## config.mk

```make
export PLATFORM = sky130hd
export DESIGN_NAME = gsrs_ctrl
export DESIGN_NICKNAME = d
export VERILOG_FILES = /design/src/gsrs_pkg.sv /design/src/gsrs_ctrl.sv
export SDC_FILE = /design/constraint.sdc
export NUM_CORES = 1
export LEC_CHECK = 0
export BUFFER_PORTS_ARGS = -buffer_cell sky130_fd_sc_hd__buf_4
export CAP_MARGIN = 20
export CORE_MARGIN = 2
export CORE_UTILIZATION = 25
export CTS_CLUSTER_SIZE = 28
export DETAILED_ROUTE_END_ITERATION = 10
export GPL_TIMING_DRIVEN = 0
export PLACE_DENSITY_LB_ADDON = 0.2
export SLEW_MARGIN = 20
export SYNTH_ARGS = -nofsm -noshare
export SYNTH_HDL_FRONTEND = slang
export SYNTH_SLANG_ARGS = --single-unit
```

## constraint.sdc

```tcl
create_clock -name clk_i -period 3.6 [get_ports clk_i]
set_input_delay 0.18 -clock clk_i [delete_from_list [all_inputs] [get_ports clk_i]]
set_output_delay 0.18 -clock clk_i [all_outputs]
set_load 0.02 [all_outputs]
```

## src/gsrs_pkg.sv

```systemverilog
// Shared types, constants and tables of the surface reaction step block.
package gsrs_pkg;

  localparam int POP_BITS       = 20;
  localparam int RATE_FRAC_BITS = 20;
  localparam int NSPEC          = 6;
  localparam int NEV            = 7;
  localparam int RATE_W         = 32;
  localparam int TIME_W         = 48;
  localparam int CFG_IDX_W      = 4;
  localparam int CFG_W          = 48;
  localparam int EV_W           = 3;
  localparam int SP_W           = 3;

  localparam int PP_W    = 2 * POP_BITS;
  localparam int PROP_W  = RATE_W + PP_W;
  localparam int TOT_W   = PROP_W + 3;
  localparam int NLIMB   = (TOT_W + 31) / 32;
  localparam int LIMB_W  = 32 * NLIMB;
  localparam int ACC_W   = 32 * (NLIMB + 1);
  localparam int WIDE_W  = (TOT_W > 64) ? TOT_W : 65;

  localparam int LOG2_FRAC  = 28;
  localparam int NORM_STEPS = 6;
  localparam int LN_W       = 29;
  localparam int DT_SHIFT   = RATE_FRAC_BITS - 4;
  localparam int DVD_W      = LN_W + DT_SHIFT;
  localparam int DIV_CNT_W  = $clog2(DVD_W);
  localparam int SUM_W      = ((DVD_W > TIME_W) ? DVD_W : TIME_W) + 1;
  localparam logic [29:0] LN2_Q30 = 30'd744261118;

  localparam logic CMD_LOAD = 1'b0;
  localparam logic CMD_STEP = 1'b1;

  localparam logic [CFG_IDX_W-1:0] REG_TIME_LIMIT = 4'd7;

  typedef enum logic [SP_W-1:0] {
    SP_GAS, SP_FREE_ADS, SP_STRONG_ADS, SP_FREE_SITE, SP_STRONG_SITE, SP_MOLECULE
  } species_e;

  typedef enum logic [EV_W-1:0] {
    EV_ADSORB_FREE, EV_DESORB_FREE, EV_ADSORB_STRONG, EV_ELEY_RIDEAL,
    EV_DIFFUSE, EV_LH_MIXED, EV_LH_FREE
  } event_e;

  typedef enum logic [1:0] {
    ST_FIRED       = 2'd0,
    ST_NO_REACTION = 2'd1,
    ST_TIME_LIMIT  = 2'd2
  } status_e;

  typedef enum logic [3:0] {
    CS_IDLE, CS_CHECK, CS_PROP_MUL, CS_PROP_K, CS_PROP_ACC, CS_ZERO_CHK,
    CS_THR_MUL, CS_THR_FIN, CS_SELECT, CS_WAIT_LOG, CS_DIVIDE, CS_FINAL, CS_EMIT
  } ctrl_state_e;

  typedef enum logic [1:0] {
    LG_IDLE, LG_NORM, LG_SQUARE, LG_SCALE
  } log_phase_e;

  typedef struct packed {
    logic            load;
    logic            capture;
    logic            log_start;
    logic            prop_mul;
    logic            prop_k;
    logic            prop_acc;
    logic            thr_mul;
    logic            thr_fin;
    logic            sel;
    logic            div_start;
    logic            commit;
    logic            apply;
    logic            set_finished;
    logic            emit;
    logic [EV_W-1:0] idx;
    status_e         status;
  } dp_cmd_t;

  typedef struct packed {
    logic finished;
    logic time_reached;
    logic total_zero;
    logic total_big;
    logic log_done;
    logic div_done;
    logic t_over;
    logic sel_hit;
  } dp_status_t;

  localparam logic [2:0] DZ  = 3'b000;
  localparam logic [2:0] DP1 = 3'b001;
  localparam logic [2:0] DP2 = 3'b010;
  localparam logic [2:0] DN1 = 3'b111;
  localparam logic [2:0] DN2 = 3'b110;

  // Population changes of one event, 3-bit two's complement per species,
  // species 0 in the low bits.
  function automatic logic [3*NSPEC-1:0] ev_delta(input logic [EV_W-1:0] ev);
    logic [3*NSPEC-1:0] row;
    row = '0;
    case (ev)
      EV_ADSORB_FREE:   row = {DZ,  DZ,  DN1, DZ,  DP1, DN1};
      EV_DESORB_FREE:   row = {DZ,  DZ,  DP1, DZ,  DN1, DP1};
      EV_ADSORB_STRONG: row = {DZ,  DN1, DZ,  DP1, DZ,  DN1};
      EV_ELEY_RIDEAL:   row = {DP1, DP1, DZ,  DN1, DZ,  DN1};
      EV_DIFFUSE:       row = {DZ,  DN1, DP1, DP1, DN1, DZ };
      EV_LH_MIXED:      row = {DP1, DP1, DP1, DN1, DN1, DZ };
      EV_LH_FREE:       row = {DP1, DZ,  DP2, DZ,  DN2, DZ };
      default:          row = '0;
    endcase
    return row;
  endfunction

endpackage

```

## src/gsrs_ctrl.sv

```systemverilog
// Step sequencer: orders the datapath phases and owns the output handshake.
module gsrs_ctrl (
  input  logic                   clk_i,
  input  logic                   rst_ni,
  input  logic                   in_valid_i,
  input  logic                   in_cmd_i,
  output logic                   in_ready_o,
  input  logic                   out_ready_i,
  output logic                   out_valid_o,
  input  gsrs_pkg::dp_status_t   dp_status_i,
  output gsrs_pkg::dp_cmd_t      dp_cmd_o
);

  gsrs_pkg::ctrl_state_e     state_q, state_d;
  logic [gsrs_pkg::EV_W-1:0] idx_q, idx_d;
  gsrs_pkg::status_e         status_q, status_d;
  logic                      out_valid_q, out_valid_d;
  logic                      out_free;

  localparam logic [gsrs_pkg::EV_W-1:0] LAST_EV   = gsrs_pkg::EV_W'(gsrs_pkg::NEV - 1);
  localparam logic [gsrs_pkg::EV_W-1:0] LAST_LIMB = gsrs_pkg::EV_W'(gsrs_pkg::NLIMB - 1);

  assign out_free = !out_valid_q || out_ready_i;

  always_comb begin
    state_d  = state_q;
    idx_d    = idx_q;
    status_d = status_q;
    unique case (state_q)
      gsrs_pkg::CS_IDLE: begin
        if (in_valid_i && (in_cmd_i == gsrs_pkg::CMD_STEP)) state_d = gsrs_pkg::CS_CHECK;
      end
      gsrs_pkg::CS_CHECK: begin
        if (dp_status_i.finished) begin
          status_d = dp_status_i.time_reached ? gsrs_pkg::ST_TIME_LIMIT
                                              : gsrs_pkg::ST_NO_REACTION;
          state_d  = gsrs_pkg::CS_EMIT;
        end else if (dp_status_i.time_reached) begin
          status_d = gsrs_pkg::ST_TIME_LIMIT;
          state_d  = gsrs_pkg::CS_EMIT;
        end else begin
          idx_d   = '0;
          state_d = gsrs_pkg::CS_PROP_MUL;
        end
      end
      gsrs_pkg::CS_PROP_MUL: state_d = gsrs_pkg::CS_PROP_K;
      gsrs_pkg::CS_PROP_K:   state_d = gsrs_pkg::CS_PROP_ACC;
      gsrs_pkg::CS_PROP_ACC: begin
        if (idx_q == LAST_EV) begin
          idx_d   = '0;
          state_d = gsrs_pkg::CS_ZERO_CHK;
        end else begin
          idx_d   = idx_q + 1'b1;
          state_d = gsrs_pkg::CS_PROP_MUL;
        end
      end
      gsrs_pkg::CS_ZERO_CHK: begin
        if (dp_status_i.total_zero) begin
          status_d = gsrs_pkg::ST_NO_REACTION;
          state_d  = gsrs_pkg::CS_EMIT;
        end else begin
          state_d = gsrs_pkg::CS_THR_MUL;
        end
      end
      gsrs_pkg::CS_THR_MUL: begin
        if (idx_q == LAST_LIMB) begin
          state_d = gsrs_pkg::CS_THR_FIN;
        end else begin
          idx_d = idx_q + 1'b1;
        end
      end
      gsrs_pkg::CS_THR_FIN: begin
        idx_d   = '0;
        state_d = gsrs_pkg::CS_SELECT;
      end
      gsrs_pkg::CS_SELECT: begin
        if (dp_status_i.sel_hit || (idx_q == LAST_EV)) begin
          state_d = gsrs_pkg::CS_WAIT_LOG;
        end else begin
          idx_d = idx_q + 1'b1;
        end
      end
      gsrs_pkg::CS_WAIT_LOG: begin
        if (dp_status_i.log_done) begin
          state_d = dp_status_i.total_big ? gsrs_pkg::CS_FINAL : gsrs_pkg::CS_DIVIDE;
        end
      end
      gsrs_pkg::CS_DIVIDE: begin
        if (dp_status_i.div_done) state_d = gsrs_pkg::CS_FINAL;
      end
      gsrs_pkg::CS_FINAL: begin
        status_d = dp_status_i.t_over ? gsrs_pkg::ST_TIME_LIMIT : gsrs_pkg::ST_FIRED;
        state_d  = gsrs_pkg::CS_EMIT;
      end
      gsrs_pkg::CS_EMIT: begin
        if (out_free) state_d = gsrs_pkg::CS_IDLE;
      end
      default: state_d = gsrs_pkg::CS_IDLE;
    endcase
  end

  always_comb begin
    dp_cmd_o        = '0;
    dp_cmd_o.idx    = idx_q;
    dp_cmd_o.status = status_q;
    unique case (state_q)
      gsrs_pkg::CS_IDLE: begin
        if (in_valid_i) begin
          dp_cmd_o.load    = (in_cmd_i == gsrs_pkg::CMD_LOAD);
          dp_cmd_o.capture = (in_cmd_i == gsrs_pkg::CMD_STEP);
        end
      end
      gsrs_pkg::CS_CHECK: begin
        dp_cmd_o.set_finished = !dp_status_i.finished && dp_status_i.time_reached;
        dp_cmd_o.log_start    = !dp_status_i.finished && !dp_status_i.time_reached;
      end
      gsrs_pkg::CS_PROP_MUL: dp_cmd_o.prop_mul = 1'b1;
      gsrs_pkg::CS_PROP_K:   dp_cmd_o.prop_k   = 1'b1;
      gsrs_pkg::CS_PROP_ACC: dp_cmd_o.prop_acc = 1'b1;
      gsrs_pkg::CS_ZERO_CHK: dp_cmd_o.set_finished = dp_status_i.total_zero;
      gsrs_pkg::CS_THR_MUL:  dp_cmd_o.thr_mul  = 1'b1;
      gsrs_pkg::CS_THR_FIN:  dp_cmd_o.thr_fin  = 1'b1;
      gsrs_pkg::CS_SELECT:   dp_cmd_o.sel      = 1'b1;
      gsrs_pkg::CS_WAIT_LOG: begin
        dp_cmd_o.div_start = dp_status_i.log_done && !dp_status_i.total_big;
      end
      gsrs_pkg::CS_DIVIDE: ;
      gsrs_pkg::CS_FINAL: begin
        dp_cmd_o.commit       = 1'b1;
        dp_cmd_o.set_finished = dp_status_i.t_over;
        dp_cmd_o.apply        = !dp_status_i.t_over;
      end
      gsrs_pkg::CS_EMIT: dp_cmd_o.emit = out_free;
      default: ;
    endcase
  end

  always_comb begin
    if (dp_cmd_o.emit) begin
      out_valid_d = 1'b1;
    end else if (out_ready_i) begin
      out_valid_d = 1'b0;
    end else begin
      out_valid_d = out_valid_q;
    end
  end

  always_ff @(posedge clk_i or negedge rst_ni) begin
    if (!rst_ni) begin
      state_q     <= gsrs_pkg::CS_IDLE;
      idx_q       <= '0;
      status_q    <= gsrs_pkg::ST_FIRED;
      out_valid_q <= 1'b0;
    end else begin
      state_q     <= state_d;
      idx_q       <= idx_d;
      status_q    <= status_d;
      out_valid_q <= out_valid_d;
    end
  end

  assign in_ready_o  = (state_q == gsrs_pkg::CS_IDLE);
  assign out_valid_o = out_valid_q;

endmodule

```

==> flow_summary.yaml <==
finish:
  num_antenna_cells: 0
  area_of_all_placed_cells_without_fillers_mm2: 0.00131
  layout-area-overhead-vs-synth_pct: 39.7
  share_of_layout_cells_above_drive_strength_1_pct: 33.8
  area.sequential_um2: 250
  instances_no_fill: 202
  combined_area_of_the_multi_input_logic_cells_um2: 619
  nets: 170
  count_of_filler_cells_inserted_in_the_layout: 414
clocking:
  htree_num_levels: 1
  clock_latency_on_the_worst_skew_pair_ns: 0.23
  cts-root-buf: "clkbuf_8"
  tritoncts: "yes"
  clk_pin_slew_ns: 0.05
  post_cts.resized_instances: 0
  cts_inserted_buffers: 3
  ctsLongestPathBuffers: 2
  numClockSinks: 10
timing:
  rsz0062_at_grt: "false"
  max_clock_freq_mhz: 447
  post-route-period-util_pct: 62.2
  max_slew_margin_pct: 64.1
  setup_viol: 0
  number_of_max_slew_violations_in_the_final_report: 0
  worst_slew_pin_slew_ns: 0.534
  final_period_minus_worst_setup_slack_ns: 2.24
  clock-skew-final_ns: 0.00149
  final_hold_viol_count: 0
  min_hold_slack_ns: 0.284
  setup_total_negative_slack_ns: 0
power:
  power.share.switching_pct: 47.6
  total_leakage_power_nw: 0.600
  clock_power_share_pct: 12.3
  comb_power_share_pct: 68.2
  intPower_mw: 0.572
  power.density_cell_area_mw_per_mm2: 833
  max-vdd-ir-drop_mv: 0.296
  netSwitchingPower_mw: 0.521
  share_of_total_power_in_sequential_cells_pct: 19.5
worst_setup_path:
  worst-setup-path-type: "flop to output port"
  timing.reg2reg.setup_slack_ns: 1.59
  cp_data_required_time_ns: 3.42
  critPathArrivalTime_ns: 2.06
  crit_fanout: 10
  worst_setup_path_end_kind: "output port"
  setup.worst_path.start_class: "flop"
yosys:
  synth_async_reset_ratio_pct: 100
  multiplexer_share_of_the_synthesized_area_pct: 4.80
  mappedNetlistNets: 131
  share_of_the_synthesized_netlist_area_taken_by_xor_and_xnor_gates_pct: 0
  synth-seq-cells: 10
  post_synth_fa_ha_maj_area_fraction_pct: 2.67
  synth_edf_count: 0
  post_synth_and_or_nand_nor_area_fraction_pct: 31.2
  netlist_area_um2: 938
  gate_count_after_technology_mapping: 116
  synth_area_in_compound_gates_pct: 27.3
  post_synthesis_area_per_instance_um2: 8.09
  dominantRegCellSynth: "dfrtp_1"
  yosysUniqueCellTypes: 42
  seq_area_frac_synth_pct: 26.7
  yosysWarningCount: 0
  synth_top_family_by_area: "simple AND/OR/NAND/NOR gates"
floorplan:
  die_h_um: 65.3
  core_region_area_mm2: 0.00363
  floorplan.die.width_um: 65.3
  num_io_pins: 34
  die_area_mm2: 0.00426
  initial_utilization_pct: 25.8
  placementRows: 22
detailed_routing:
  detail_route.iter0.violations: 66
  drc_errors: 0
  wirelength_um: 2760
  route.detailed.wl_per_inst_um: 13.6
  drt_pass1_iterations: 4
  vias: 1006
  vias_per_cell: 4.98
  antenna_left: 0
grt:
  grt_util_all_layers_pct: 13.3
  peak_usage_layer_in_the_global_routing_report: "met2"
  gr-usage-met2_pct: 22.1
  grt.met3_usage_pct: 2.05
  overflow: 0
  antenna_violations_before_repair: 0
  grt_pass1_wl_um: 4500
  grt_start_max_net_pins: 11
  globalRouteMet1Util_pct: 17.9
  first_global_vias: 966
job:
  max-cap-violations: 0
placement:
  dpl-instance-area_mm2: 0.00125
  gpl.final_weighted_congestion: 0.811
  dp_cells: 197
  detailedPlacementHpwl_um: 2200
  placement.io_buffers: 33
worst_hold_path:
  worstHoldPathType: "input port to flop"
status:
  run_status: "complete, no violations"
==> flip-flops by register name, summed over array words and instances (netlist names) <==
register,cells
idx_q,3
out_valid_o,1
state_q,4
status_q,2
==> worst max-delay path, cell delays in order (launching register included) <==
cell and delay (ns):
dfrtp_1 0.43, clkbuf_1 0.22, buf_2 0.23, or3b_2 0.47, a21oi_1 0.16, a2bb2oi_1 0.08, nor2_1 0.09, buf_4 0.15
==> cells in the mapped netlist (3+ instances only) <==
cell type | number | area (um^2)
nand2_1 | 9 | 33.8
nor3_1 | 7 | 35.0
a2bb2oi_1 | 4 | 35.0
nor4_1 | 3 | 18.8
buf_2 | 4 | 20.0
a21oi_1 | 4 | 20.0
dfrtp_1 | 10 | 250
clkbuf_1 | 4 | 15.0
nand2b_1 | 5 | 31.3
a21o_1 | 3 | 22.5
o21ai_0 | 6 | 30.0
inv_1 | 5 | 18.8
nor2b_1 | 5 | 31.3
nor2_1 | 7 | 26.3
==> area by class of cell <==
| cell class | instances | share of cell area, % |
|---|---|---|
| flip-flops and latches | 10 | 19.1 |
| repair buffers | 34 | 19.7 |
| inverters | 5 | 1.43 |
| plain buffers | 10 | 3.82 |
| clock buffers | 4 | 4.20 |
| well taps | 48 | 4.58 |
| multi-input cells | 91 | 47.2 |
==> final timing paths <==
path,from,endpoint,cells after the start
worst max-delay path,state_q[2],dp_cmd_o[6],7
worst min-delay path,out_ready_i,out_valid_o,3
worst max register to register,state_q[3],idx_q[1],5
worst min register to register,status_q[0],status_q[0],1
max in group asynchronous,rst_ni,idx_q[2],2
min in group asynchronous,rst_ni,status_q[1],2
==> power groups by stage <==
stage / Clock, mW / Combinational, mW / Sequential [mW]
after floorplan: 0 / 0.488 / 0.233
after global placement: 0 / 0.737 / 0.210
after detailed placement: 0 / 0.745 / 0.214
after CTS: 0.139 / 0.748 / 0.212
after global routing: 0.148 / 0.817 / 0.218
final: 0.134 / 0.745 / 0.213
==> metal layers <==
layer,vias up,part of all wire [%]
met5,-,0
met4,0,0.87
met3,2,4.8
met2,27,47
met1,468,47
li1,509,-
==> cells by family (layout without fill, tap and decap cells) <==
group,count (synthesis),in the layout
and+or+nand+nor,50,50
AOI/OAI and AO/OA,35,35
buffers and inverters,15,53
DFF,10,10
muxes,4,4
adders and majority gates,2,2
==> timing repair <==
item	in CTS	in global routing
hold buffers	1	0
hold endpoints to repair	10	0
buffers inserted	0	0
==> through the flow <==
stage | util (%) | worst slack, ns | power (mW)
after floorplan | - | 1.29 | 0.721
after global placement | 34.3 | 1.61 | 0.947
after detailed placement | 34.3 | 1.59 | 0.960
after CTS | 36.1 | 1.37 | 1.10
after global routing | 36.1 | 1.20 | 1.18
final | 36.1 | 1.36 | 1.09
==> cells in the final DEF (no fill, tap or decap), types with 3 or more instances in the layout <==
| cell type | count |
|---|---|
| nand2_1 | 9 |
| nor2_1 | 7 |
| a2bb2oi_1 | 4 |
| inv_1 | 5 |
| nor2b_1 | 5 |
| a21oi_1 | 4 |
| clkbuf_1 | 4 |
| o21ai_0 | 6 |
| buf_4 | 35 |
| clkbuf_8 | 4 |
| nor3_1 | 7 |
| nor4_1 | 3 |
| a21o_1 | 3 |
| nand2b_1 | 5 |
| buf_2 | 4 |
| dfrtp_1 | 10 |
Note: power is estimated with default switching activity, not from simulation.
